## config.mk

```make
export PLATFORM = sky130hd
export DESIGN_NAME = integer_to_roman_numeral
export DESIGN_NICKNAME = d
export VERILOG_FILES = /design/src/rtl/core/irn_pkg.sv /design/src/rtl/core/integer_to_roman_numeral.sv /design/src/rtl/core/irn_front.sv /design/src/rtl/core/irn_fifo.sv /design/src/rtl/core/irn_back.sv
export SDC_FILE = /design/constraint.sdc
export NUM_CORES = 1
export LEC_CHECK = 0
export ABC_CLOCK_PERIOD_IN_PS = 6320
export CAP_MARGIN = 20
export CORE_MARGIN = 2
export CORE_UTILIZATION = 30
export DETAILED_ROUTE_END_ITERATION = 7
export DONT_BUFFER_PORTS = 1
export PLACE_DENSITY = 0.46
export SYNTH_ARGS = -nofsm -noshare
export SYNTH_HDL_FRONTEND = slang
export SYNTH_SLANG_ARGS = --single-unit
```

## constraint.sdc

```tcl
create_clock -name clock -period 6.32 [get_ports clock]
set_input_delay 0.632 -clock clock [delete_from_list [all_inputs] [get_ports clock]]
set_output_delay 0.632 -clock clock [all_outputs]
set_load 0.005 [all_outputs]
```

## src/rtl/core/irn_pkg.sv

```systemverilog
`timescale 1ns / 1ps
// ----------------------------------------------------------------------------
// irn_pkg
// Shared types, constants and lookup functions of the Roman numeral converter.
// ----------------------------------------------------------------------------
package irn_pkg;

   // Request queue between the front and the back.
   localparam int FifoDepth = 4;
   localparam int FifoPtrW  = $clog2(FifoDepth);
   localparam int FifoCntW  = $clog2(FifoDepth + 1);

   // Numbers at or above this limit are reported as errors.
   localparam logic [15:0] NumLimit = 16'd4000;

   // Decimal places, in emission order.
   localparam logic [1:0] PlaceThou = 2'd0;
   localparam logic [1:0] PlaceHund = 2'd1;
   localparam logic [1:0] PlaceTens = 2'd2;
   localparam logic [1:0] PlaceUnit = 2'd3;
   localparam int         NumPlaces = 4;

   // Letter roles inside a digit pattern.
   localparam logic [1:0] CodeNone = 2'd0;
   localparam logic [1:0] CodeOne  = 2'd1;
   localparam logic [1:0] CodeFive = 2'd2;
   localparam logic [1:0] CodeTen  = 2'd3;

   // ASCII letters.
   localparam logic [7:0] SymI   = 8'h49;
   localparam logic [7:0] SymV   = 8'h56;
   localparam logic [7:0] SymX   = 8'h58;
   localparam logic [7:0] SymL   = 8'h4C;
   localparam logic [7:0] SymC   = 8'h43;
   localparam logic [7:0] SymD   = 8'h44;
   localparam logic [7:0] SymM   = 8'h4D;
   localparam logic [7:0] SymErr = 8'h00;

   // One classified request: the decimal digits, or the error flag.
   typedef struct packed {
      logic       err;
      logic [1:0] thou;
      logic [3:0] hund;
      logic [3:0] tens;
      logic [3:0] unit;
   } desc_type;

   // Number of letters that one lower digit produces.
   function automatic logic [2:0] digit_len(input logic [3:0] d);
      logic [2:0] len;
      case (d)
         4'd1, 4'd5:       len = 3'd1;
         4'd2, 4'd4, 4'd6: len = 3'd2;
         4'd9:             len = 3'd2;
         4'd3, 4'd7:       len = 3'd3;
         4'd8:             len = 3'd4;
         default:          len = 3'd0;
      endcase
      return len;
   endfunction

   // Letter role at step j of the pattern of digit d.
   function automatic logic [1:0] digit_code(input logic [3:0] d, input logic [1:0] j);
      logic [1:0] code;
      case (d)
         4'd1, 4'd2, 4'd3:       code = CodeOne;
         4'd4:                   code = (j == 2'd0) ? CodeOne : CodeFive;
         4'd5, 4'd6, 4'd7, 4'd8: code = (j == 2'd0) ? CodeFive : CodeOne;
         4'd9:                   code = (j == 2'd0) ? CodeOne : CodeTen;
         default:                code = CodeNone;
      endcase
      return code;
   endfunction

   // ASCII letter for a role at a place.
   function automatic logic [7:0] place_letter(input logic [1:0] place,
                                               input logic [1:0] code);
      logic [7:0] sym;
      sym = SymErr;
      case (place)
         PlaceThou: sym = SymM;
         PlaceHund: begin
            case (code)
               CodeOne:  sym = SymC;
               CodeFive: sym = SymD;
               CodeTen:  sym = SymM;
               default:  sym = SymErr;
            endcase
         end
         PlaceTens: begin
            case (code)
               CodeOne:  sym = SymX;
               CodeFive: sym = SymL;
               CodeTen:  sym = SymC;
               default:  sym = SymErr;
            endcase
         end
         PlaceUnit: begin
            case (code)
               CodeOne:  sym = SymI;
               CodeFive: sym = SymV;
               CodeTen:  sym = SymX;
               default:  sym = SymErr;
            endcase
         end
         default: sym = SymErr;
      endcase
      return sym;
   endfunction

endpackage

```

## src/rtl/core/integer_to_roman_numeral.sv

```systemverilog
`timescale 1ns / 1ps
// ----------------------------------------------------------------------------
// integer_to_roman_numeral
// Converts an unsigned number into its Roman numeral, one ASCII letter per
// response, with the final letter flagged.
//
//   Channel  Direction  Handshake              Payload
//   req      in         req_valid/req_ready    req_number[15:0]
//   rsp      out        rsp_valid/rsp_ready    rsp_symbol[7:0], rsp_last, rsp_error
//
// A request yields the letters of its numeral (1 to 15), which the letter
// sequencer emits one letter per cycle while the response side does not
// stall; an error request yields one letter and a zero request none.
// Letters pass the second front stage, the queue and the response register.
// Synchronous reset empties the pipeline and the queue; no clearing pass.
// The front keeps taking requests while the sequencer or the response side
// stalls, until its four-entry queue and two stages are full.
// ----------------------------------------------------------------------------
module integer_to_roman_numeral import irn_pkg::*; (
   input  logic        clock,
   input  logic        reset,
   input  logic        req_valid,
   output logic        req_ready,
   input  logic [15:0] req_number,
   output logic        rsp_valid,
   input  logic        rsp_ready,
   output logic [7:0]  rsp_symbol,
   output logic        rsp_last,
   output logic        rsp_error
);

   logic     push_valid, push_ready;
   desc_type push_data;
   logic     head_valid, head_pop;
   desc_type head_data;

   irn_front u_front (
      .clock      (clock),
      .reset      (reset),
      .req_valid  (req_valid),
      .req_ready  (req_ready),
      .req_number (req_number),
      .push_valid (push_valid),
      .push_ready (push_ready),
      .push_data  (push_data)
   );

   irn_fifo u_fifo (
      .clock      (clock),
      .reset      (reset),
      .push_valid (push_valid),
      .push_ready (push_ready),
      .push_data  (push_data),
      .pop_valid  (head_valid),
      .pop_ready  (head_pop),
      .pop_data   (head_data)
   );

   irn_back u_back (
      .clock      (clock),
      .reset      (reset),
      .head_valid (head_valid),
      .head_pop   (head_pop),
      .head_data  (head_data),
      .rsp_valid  (rsp_valid),
      .rsp_ready  (rsp_ready),
      .rsp_symbol (rsp_symbol),
      .rsp_last   (rsp_last),
      .rsp_error  (rsp_error)
   );

endmodule

```

## src/rtl/core/irn_front.sv

```systemverilog
`timescale 1ns / 1ps
// ----------------------------------------------------------------------------
// irn_front
// Two-stage front end: takes requests, flags errors, drops zero and splits
// the number into decimal digits by constant compares.
// ----------------------------------------------------------------------------
module irn_front import irn_pkg::*; (
   input  logic        clock,
   input  logic        reset,
   input  logic        req_valid,
   output logic        req_ready,
   input  logic [15:0] req_number,
   output logic        push_valid,
   input  logic        push_ready,
   output desc_type    push_data
);

   logic        s1_valid_ff, s1_valid_in;
   logic [15:0] s1_num_ff;
   logic        s2_valid_ff, s2_valid_in;
   logic        s2_err_ff;
   logic [1:0]  s2_thou_ff;
   logic [9:0]  s2_rem_ff;

   logic        s1_go, s2_go, s2_free, s2_zero;
   logic        err_c;
   logic [1:0]  thou_c;
   logic [11:0] thou_sub_c;
   logic [9:0]  rem_c;
   logic [3:0]  hund_c, tens_c;
   logic [9:0]  hund_sub_c;
   logic [6:0]  rem2_c, tens_sub_c;

   // Stage 1 to 2: thousands.
   always_comb begin
      err_c      = (s1_num_ff >= NumLimit);
      thou_c     = 2'd0;
      thou_sub_c = 12'd0;
      for (int k = 1; k <= 3; k++) begin
         if (s1_num_ff >= 16'(k * 1000)) begin
            thou_c     = 2'(k);
            thou_sub_c = 12'(k * 1000);
         end
      end
      rem_c = 10'(s1_num_ff[11:0] - thou_sub_c);
   end

   // Stage 2 to queue: hundreds, tens and units.
   always_comb begin
      hund_c     = 4'd0;
      hund_sub_c = 10'd0;
      for (int k = 1; k <= 9; k++) begin
         if (s2_rem_ff >= 10'(k * 100)) begin
            hund_c     = 4'(k);
            hund_sub_c = 10'(k * 100);
         end
      end
      rem2_c     = 7'(s2_rem_ff - hund_sub_c);
      tens_c     = 4'd0;
      tens_sub_c = 7'd0;
      for (int k = 1; k <= 9; k++) begin
         if (rem2_c >= 7'(k * 10)) begin
            tens_c     = 4'(k);
            tens_sub_c = 7'(k * 10);
         end
      end
   end

   assign push_data.err  = s2_err_ff;
   assign push_data.thou = s2_thou_ff;
   assign push_data.hund = hund_c;
   assign push_data.tens = tens_c;
   assign push_data.unit = 4'(rem2_c - tens_sub_c);

   // A zero request yields nothing and leaves without a queue slot.
   assign s2_zero    = !s2_err_ff && (s2_thou_ff == 2'd0) && (s2_rem_ff == 10'd0);
   assign push_valid = s2_valid_ff && !s2_zero;
   assign s2_go      = s2_valid_ff && (s2_zero || push_ready);
   assign s2_free    = !s2_valid_ff || s2_go;
   assign s1_go      = s1_valid_ff && s2_free;
   assign req_ready  = !s1_valid_ff || s1_go;

   assign s1_valid_in = (req_valid && req_ready) || (s1_valid_ff && !s1_go);
   assign s2_valid_in = s1_go || (s2_valid_ff && !s2_go);

   always_ff @(posedge clock) begin
      if (reset) begin
         s1_valid_ff <= 1'b0;
         s2_valid_ff <= 1'b0;
      end else begin
         s1_valid_ff <= s1_valid_in;
         s2_valid_ff <= s2_valid_in;
      end
   end

   always_ff @(posedge clock) begin
      if (req_valid && req_ready) begin
         s1_num_ff <= req_number;
      end
      if (s1_go) begin
         s2_err_ff  <= err_c;
         s2_thou_ff <= thou_c;
         s2_rem_ff  <= rem_c;
      end
   end

endmodule

```

## src/rtl/core/irn_fifo.sv

```systemverilog
`timescale 1ns / 1ps
// ----------------------------------------------------------------------------
// irn_fifo
// Small request queue between the front end and the letter sequencer.
// ----------------------------------------------------------------------------
module irn_fifo import irn_pkg::*; (
   input  logic     clock,
   input  logic     reset,
   input  logic     push_valid,
   output logic     push_ready,
   input  desc_type push_data,
   output logic     pop_valid,
   input  logic     pop_ready,
   output desc_type pop_data
);

   desc_type              slot_ff [FifoDepth];
   logic [FifoPtrW-1:0]   wr_ptr_ff, wr_ptr_in;
   logic [FifoPtrW-1:0]   rd_ptr_ff, rd_ptr_in;
   logic [FifoCntW-1:0]   count_ff, count_in;
   logic                  do_push, do_pop;

   assign push_ready = (count_ff != FifoCntW'(FifoDepth));
   assign pop_valid  = (count_ff != '0);
   assign pop_data   = slot_ff[rd_ptr_ff];

   assign do_push = push_valid && push_ready;
   assign do_pop  = pop_valid && pop_ready;

   always_comb begin
      wr_ptr_in = wr_ptr_ff;
      rd_ptr_in = rd_ptr_ff;
      count_in  = count_ff;
      if (do_push) begin
         wr_ptr_in = (wr_ptr_ff == FifoPtrW'(FifoDepth - 1)) ? '0 : wr_ptr_ff + 1'b1;
      end
      if (do_pop) begin
         rd_ptr_in = (rd_ptr_ff == FifoPtrW'(FifoDepth - 1)) ? '0 : rd_ptr_ff + 1'b1;
      end
      if (do_push && !do_pop) begin
         count_in = count_ff + 1'b1;
      end else if (do_pop && !do_push) begin
         count_in = count_ff - 1'b1;
      end
   end

   always_ff @(posedge clock) begin
      if (reset) begin
         wr_ptr_ff <= '0;
         rd_ptr_ff <= '0;
         count_ff  <= '0;
      end else begin
         wr_ptr_ff <= wr_ptr_in;
         rd_ptr_ff <= rd_ptr_in;
         count_ff  <= count_in;
      end
   end

   always_ff @(posedge clock) begin
      if (do_push) begin
         slot_ff[wr_ptr_ff] <= push_data;
      end
   end

endmodule

```

## src/rtl/core/irn_back.sv

```systemverilog
`timescale 1ns / 1ps
// ----------------------------------------------------------------------------
// irn_back
// Letter sequencer: walks the digits of the queued request one letter per
// cycle into the response register, while the response side does not stall.
// ----------------------------------------------------------------------------
module irn_back import irn_pkg::*; (
   input  logic       clock,
   input  logic       reset,
   input  logic       head_valid,
   output logic       head_pop,
   input  desc_type   head_data,
   output logic       rsp_valid,
   input  logic       rsp_ready,
   output logic [7:0] rsp_symbol,
   output logic       rsp_last,
   output logic       rsp_error
);

   logic [1:0] place_ff, place_in;
   logic [1:0] step_ff, step_in;
   logic       rsp_valid_ff, rsp_valid_in;
   logic [7:0] rsp_symbol_ff;
   logic       rsp_last_ff;
   logic       rsp_error_ff;

   logic [2:0] lens [NumPlaces];
   logic [3:0] digit_c;
   logic [1:0] cur_place, code_c;
   logic [2:0] cur_len;
   logic       more_after, last_in_place, emit, done_c;
   logic [7:0] sym_c;

   assign lens[PlaceThou] = {1'b0, head_data.thou};
   assign lens[PlaceHund] = digit_len(head_data.hund);
   assign lens[PlaceTens] = digit_len(head_data.tens);
   assign lens[PlaceUnit] = digit_len(head_data.unit);

   // The position may point at a place that has no letters; skip forward to
   // the first place at or after it that has some.
   always_comb begin
      cur_place = place_ff;
      for (int q = NumPlaces - 1; q >= 0; q--) begin
         if ((2'(q) >= place_ff) && (lens[q] != 3'd0)) begin
            cur_place = 2'(q);
         end
      end
      more_after = 1'b0;
      for (int q = 0; q < NumPlaces; q++) begin
         if ((2'(q) > cur_place) && (lens[q] != 3'd0)) begin
            more_after = 1'b1;
         end
      end
   end

   always_comb begin
      case (cur_place)
         PlaceHund: digit_c = head_data.hund;
         PlaceTens: digit_c = head_data.tens;
         PlaceUnit: digit_c = head_data.unit;
         default:   digit_c = 4'd0;
      endcase
   end

   assign cur_len       = lens[cur_place];
   assign code_c        = (cur_place == PlaceThou) ? CodeOne : digit_code(digit_c, step_ff);
   assign sym_c         = head_data.err ? SymErr : place_letter(cur_place, code_c);
   assign last_in_place = (({1'b0, step_ff} + 3'd1) == cur_len);
   assign done_c        = head_data.err || (last_in_place && !more_after);

   assign emit     = head_valid && (!rsp_valid_ff || rsp_ready);
   assign head_pop = emit && done_c;

   always_comb begin
      place_in = place_ff;
      step_in  = step_ff;
      if (emit) begin
         if (done_c) begin
            place_in = PlaceThou;
            step_in  = 2'd0;
         end else if (last_in_place) begin
            place_in = cur_place + 2'd1;
            step_in  = 2'd0;
         end else begin
            place_in = cur_place;
            step_in  = step_ff + 2'd1;
         end
      end
   end

   assign rsp_valid_in = emit || (rsp_valid_ff && !rsp_ready);

   always_ff @(posedge clock) begin
      if (reset) begin
         place_ff     <= PlaceThou;
         step_ff      <= 2'd0;
         rsp_valid_ff <= 1'b0;
      end else begin
         place_ff     <= place_in;
         step_ff      <= step_in;
         rsp_valid_ff <= rsp_valid_in;
      end
   end

   always_ff @(posedge clock) begin
      if (emit) begin
         rsp_symbol_ff <= sym_c;
         rsp_last_ff   <= done_c;
         rsp_error_ff  <= head_data.err;
      end
   end

   assign rsp_valid  = rsp_valid_ff;
   assign rsp_symbol = rsp_symbol_ff;
   assign rsp_last   = rsp_last_ff;
   assign rsp_error  = rsp_error_ff;

endmodule

```

==> flow_summary.ini, run 1 <==
[timing]
period_share_pct = 87.6
period_minus_slack_ns = 5.54
slew_viol_final = 0
finalSetupTns_ns = 0
tightest_slew_ns = 0.864
skew_ns = 0.0133
hold_violations = 0
relSlewSlack_pct = 42.4
max_clock_freq_ghz = 0.181
setup_viol = 0
grt_setup_unrepaired = no

[floorplanning]
die_h_um = 147
start_util_pct = 30.3
die_area_um2 = 21500
rows = 52
core-area_um2 = 20100
chipWidth_um = 147
pin_count = 32

[layout]
finalNonFillerCells = 794
antenna_cells = 0
fill_cells = 1959
nets = 564
register_area_um2 = 3230
final_layout_size_suffix_gt1_share_pct = 11.8
multiInputGateArea_um2 = 2620
syn_to_final_growth_pct = 14.6

[placed_design]
port_buffers = 0
hpwl_mm = 8.68
place_congestion = 0.813
dp_cells = 761

[global_routing]
grt_pass1_wl_mm = 19.9
grt_overflow = 0
grt_max_degree = 17
antenna_found_initial = 0
grt_usage_pct = 11.7
grt_pass1_vias = 3888

[synthesis]
synth_top_cell_by_area = edfxtp_1
synth_warnings = 0
synth_top_area_share_pct = 47.8
ys_seq_area_share_pct = 53.0
synthCells = 504
synthArstFlopShare_pct = 0
yosys-top-cells-area = edfxtp_1 (48%), ha_1 (6.0%), dfxtp_1 (5.3%), mux4_2 (3.3%), mux4_1 (2.6%)
synth_edf_count = 97
synthDistinctLibCells = 67
ys_ff_latch = 113
syn-cell-area_um2 = 6100
syn_area_per_cell_um2 = 12.1
synthFlopType = edfxtp_1

[critical_path]
cpPeakStageDelay_ns = 0.80
worst_ep_arrival_time_ns = 5.70
crit_cells = 19
required_ns = 6.48
crit_buf_inv = 3
crit_slowest_cell = a222oi_1
path_max_fanout = 12
path_cells = buf_4 -> mux4_2 -> nor4_4 -> nor3_1 -> o31ai_4 -> inv_4 -> ha_1 -> a222oi_1 -> nor3_1 -> a31oi_1 -> o32ai_1 -> nand2_1 -> a211o_1 -> inv_1 -> ha_1 -> nor2_1 -> nor2_1 -> a221oi_1 -> nor2_1
cp_top_family = compound AO/OA/AOI/OAI gates
worst_setup_path_start_kind = register
reg2reg_depth = 19
cpMostUsedCell = nor2_1
path_class = register to register
endpoint_kind = register

[drt]
drc = 0
routed_wl_mm = 12.2
drt_iter0_drc = 300
ant_nets = 0
viasPerCell = 5.10
wl_per_cell_um = 15.3
drt_first_pass_iters = 5
vias = 4047

[clock_tree]
holdBufCountCts = 0
cts-root-buf = clkbuf_16
cts_tree = built
postCtsResizedCells = 0
clk_pin_slew_ns = 0.06
clock_sinks = 113
cts_buffer_depth = 2
cts_buffers = 17
post-cts-setup-buffers = 0
htree_num_levels = 4
clock_latency_ns = 0.42

[pwr]
irDropWorstVdd_uv = 189
p_leak_uw = 0.00252
switching_share_pct = 34.1
power_density_nw_per_um2 = 411
intPower_uw = 1890
p_sw_uw = 979
p_seq_share_pct = 35.7
p_clk_share_pct = 33.4
p_comb_share_pct = 30.8

[worst_hold_path]
min_path_cells = 1
worstHoldPathType = input port to register

[run]
cap_violations = 0

[run_status]
outcome = complete, no violations
==> cells by family (layout without fill, tap and decap cells) <==
logic type / Yosys count / in the layout / share of synthesized area, %
AO/OA/AOI/OAI: 120 / 120 / 13.6
XOR/XNOR: 15 / 15 / 2.15
adder cells (fa/ha/maj): 33 / 33 / 7.26
buffers and inverters: 56 / 75 / 4.04
flip-flops: 113 / 113 / 53.0
multiplexers: 26 / 26 / 7.74
other: 1 / 2 / 0.0615
AND/OR/NAND/NOR: 140 / 140 / 12.1
==> layout make-up <==
| type | instances | share of cell area (%) |
|---|---|---|
| Timing Repair Buffer | 9 | 0.967 |
| Sequential cell | 113 | 46.3 |
| Clock inverter | 15 | 2.49 |
| Multi-Input combinational cell | 336 | 37.5 |
| Tap cell | 270 | 4.83 |
| Inverter | 34 | 1.86 |
| Clock buffer | 17 | 6.09 |
==> worst paths after layout <==
kind | start | to | slack [ns]
worst max register to register | register | u_back.rsp_symbol[2] | 0.78
worst max-delay path | register | u_back.rsp_symbol[2] | 0.78
worst min register to register | u_back.step_ff[1] | u_back.step_ff[1] | 0.46
worst min-delay path | reset | u_fifo.count_ff[1] | 0.28
==> worst register-to-register path: stages, from the launching register on <==
cell and delay [ns]:
dfxtp_1 0.79, buf_4 0.25, mux4_2 0.62, nor4_4 0.32
nor3_1 0.11, o31ai_4 0.40, inv_4 0.11, ha_1 0.33
a222oi_1 0.80, nor3_1 0.13, a31oi_1 0.17, o32ai_1 0.10
nand2_1 0.11, a211o_1 0.17, inv_1 0.09, ha_1 0.25
nor2_1 0.12, nor2_1 0.06, a221oi_1 0.29, nor2_1 0.06
==> Yosys cell counts, types with 6 or more instances <==
| cell | number |
|---|---|
| a21o_1 | 10 |
| a21oi_1 | 29 |
| a221oi_1 | 7 |
| clkbuf_1 | 16 |
| dfxtp_1 | 16 |
| edfxtp_1 | 97 |
| ha_1 | 29 |
| inv_1 | 33 |
| mux2i_1 | 10 |
| mux4_1 | 6 |
| mux4_2 | 9 |
| nand2_1 | 28 |
| nand2b_1 | 13 |
| nor2_1 | 39 |
| nor2b_1 | 7 |
| nor3_1 | 12 |
| o21ai_0 | 20 |
| xnor2_1 | 7 |
| xor2_1 | 8 |
==> metal layers <==
metal / routed length (um) / vias to the layer above / global-route usage (%)
met1: 5330 / 1977 / 14.4
met2: 6140 / 120 / 19.7
met4: 129 / 0 / 3.50
met3: 549 / 9 / 3.97
li1: - / 1941 / -
met5: 0 / - / 0
==> layout by cell type, fill, tap and decap left out, types with 10 or more instances in the layout <==
cell type / netlist / routed
dfxtp_1: 16 / 16
nor2_1: 39 / 39
nor3_1: 12 / 12
nand2b_1: 13 / 13
mux2i_1: 10 / 10
clkbuf_16: 0 / 17
a21o_1: 10 / 10
nand2_1: 28 / 28
o21ai_0: 20 / 20
ha_1: 29 / 29
inv_1: 33 / 33
edfxtp_1: 97 / 97
a21oi_1: 29 / 29
==> sequential cells by signal, summed over array words and instances, names as in the netlist, named ones only <==
signal / flops
u_back.place_ff: 2
u_fifo.rd_ptr_ff: 2
u_front.s1_num_ff: 16
u_back.rsp_last: 1
u_fifo.slot_ff: 60
u_front.s2_thou_ff: 2
u_front.s2_rem_ff: 10
u_back.rsp_valid: 1
u_fifo.wr_ptr_ff: 2
u_back.rsp_error: 1
u_front.s1_valid_ff: 1
u_fifo.count_ff: 3
u_back.step_ff: 2
u_front.s2_err_ff: 1
u_back.rsp_symbol: 6
u_front.s2_valid_ff: 1
==> power groups by stage <==
| stage | Combinational (uW) | Clock (uW) | Sequential, uW |
|---|---|---|---|
| floorplan | 710 | 0 | 1000 |
| global placement | 863 | 0 | 1040 |
| detailed placement | 883 | 0 | 1050 |
| CTS | 887 | 983 | 1030 |
| global route | 994 | 1020 | 1040 |
| finish | 885 | 959 | 1030 |
==> through the flow <==
stage / hold slack [ns] / power, uW / utilization, % / area, um^2 / setup slack (ns)
2_1_floorplan: 0.427 / 1710 / - / 6100 / 1.48
3_3_place_gp: 0.455 / 1900 / 31.7 / 6380 / 0.959
3_5_place_dp: 0.459 / 1930 / 31.7 / 6380 / 0.738
4_1_cts: 0.260 / 2900 / 34.7 / 6980 / 0.762
5_1_grt: 0.257 / 3050 / 34.8 / 6990 / 0.214
6_report: 0.282 / 2870 / 34.8 / 6990 / 0.782
Power figures use the tool's default switching activity.
==> run 2, diff against run 1 <==
--- a/config.mk
+++ b/config.mk
@@ -11,7 +11,7 @@
 export CORE_UTILIZATION = 30
 export DETAILED_ROUTE_END_ITERATION = 7
 export DONT_BUFFER_PORTS = 1
-export PLACE_DENSITY = 0.46
+export PLACE_DENSITY = 0.51
 export SYNTH_ARGS = -nofsm -noshare
 export SYNTH_HDL_FRONTEND = slang
 export SYNTH_SLANG_ARGS = --single-unit
==> run 2 against run 1 <==
  * Clock power is 0.9% higher
  * Combinational power barely moved
  * Hold slack improved by 0.012 ns
  * Maximum frequency grew 2.3%
  * Sequential share of layout area barely moved
  * Total power hardly changed
  * Sequential power about the same
  * Core utilization barely moved
  * First-iteration DRC count rose by 12%
  * Wire length is 0.53% lower
  * Clock skew shrank 0.0031 ns
  * Register-to-register slack improved by 0.13 ns
  * Largest power group unchanged
  * Highest routed layer unchanged
==> flow_summary.ini, run 2 (synthesis results as in run 1) <==
[placed_design]
place_area_um2 = 6370
port_buffers = 0
place_congestion = 0.807
hpwl_mm = 8.78

[floorplanning]
rows = 52
die_area_um2 = 21500
die_h_um = 147
pin_count = 32
chipWidth_um = 147
start_util_pct = 30.3
core-area_um2 = 20100

[clock_tree]
holdBufCountCts = 0
cts_buffers = 17
clock_sinks = 113
cts_buffer_depth = 2
cts-root-buf = clkbuf_16
clock_latency_ns = 0.41
cts_tree = built
clk_pin_slew_ns = 0.05
htree_num_levels = 4
postCtsResizedCells = 0
post-cts-setup-buffers = 0

[layout]
nets = 563
antenna_cells = 0
mostFrequentLayoutCells = edfxtp_1 (97), nor2_1 (39), inv_1 (33), a21oi_1 (29), ha_1 (29)
fin_area_um2 = 6990
final_core_util_pct = 34.7
layout_commonest_cell = edfxtp_1
top_register = u_fifo.slot_ff
largest_reg_flops = 60
final_layout_size_suffix_gt1_share_pct = 11.5
syn_to_final_growth_pct = 14.6
reg_top3 = u_fifo.slot_ff: 60 flops, u_front.s1_num_ff: 16 flops, u_front.s2_rem_ff: 10 flops
fill_cells = 1930

[drt]
drt_iter0_drc = 335
drt_first_pass_iters = 7
routed_wl_mm = 12.1
ant_nets = 0
viasPerCell = 5.08
vias = 4029
wl_per_cell_um = 15.2
drc = 0

[timing]
period_minus_slack_ns = 5.41
period_share_pct = 85.6
relSlewSlack_pct = 44.7
setup_viol = 0
hold_violations = 0
tightest_slew_ns = 0.830
slew_viol_final = 0
skew_ns = 0.0102
grt_setup_unrepaired = no
max_clock_freq_ghz = 0.185
finalSetupTns_ns = 0

[critical_path]
path_class = register to register
worst_setup_path_start_kind = register
worst_ep_arrival_time_ns = 5.55
path_max_fanout = 10
endpoint_kind = register
required_ns = 6.45

[global_routing]
grt_max_degree = 17
grt_pass1_wl_mm = 19.5
antenna_found_initial = 0
grt_overflow = 0
grt_pass1_vias = 3944
grt_usage_pct = 11.6

[pwr]
p_leak_uw = 0.00252
power_uw = 2870
irDropWorstVdd_uv = 193
power_density_nw_per_um2 = 411

[run_status]
outcome = complete, no violations

[run]
cap_violations = 0

[worst_hold_path]
worstHoldPathType = input port to register
[run 2: routing by layer]
metal  GRT usage, %  routed length, um  up-vias
met3           3.50                435       14
li1               -                  -     1934
met2           20.6               6260      121
met4           4.90                204        0
met5              0                  0        -
met1           12.9               5190     1960
[run 2: report_power, final]
part	switching, uW	internal, uW
Combinational	547	341
Clock	338	630
Sequential	62.5	953
[run 2: final cells by class]
type                       count  area [um^2]  share of cell area (%)
timing repair buffer           8         60.1                   0.860
multi-input combinational    336         2620                    37.5
tap                          270          338                    4.84
inverter                      34          130                    1.86
clock buffer                  19          443                    6.34
clock inverter                13          160                    2.29
sequential                   113         3230                    46.3
[run 2: worst paths after layout]
kind	slack (ns)	startpoint	end	cells after the start
min	0.29	reset	u_back.rsp_valid	1
min reg2reg	0.46	u_front.s1_num_ff[0]	u_front.s2_rem_ff[0]	0
max reg2reg	0.91	register	u_back.rsp_symbol[2]	19
max	0.91	register	u_back.rsp_symbol[2]	19
[run 2: metrics by stage]
stage	worst slack (ns)	hold WS (ns)	instances
floorplan	1.48	0.427	505
global route	0.455	0.269	793
CTS	0.884	0.269	792
finish	0.908	0.294	793
global placement	1.00	0.456	760
detailed placement	0.907	0.456	760
[run 2: critical path: stages, from the launching register on]
cell	delay (ns)
dfxtp_1	0.42
buf_4	0.24
mux4_1	0.75
nor4_4	0.35
nor3_1	0.12
o31ai_4	0.41
inv_4	0.12
ha_1	0.34
a222oi_1	0.78
nor3_1	0.14
a31oi_1	0.17
o32ai_1	0.10
nand2_1	0.11
a211o_1	0.17
inv_1	0.09
ha_1	0.25
nor2_1	0.12
nor2_1	0.07
a221oi_1	0.31
nor2_1	0.07
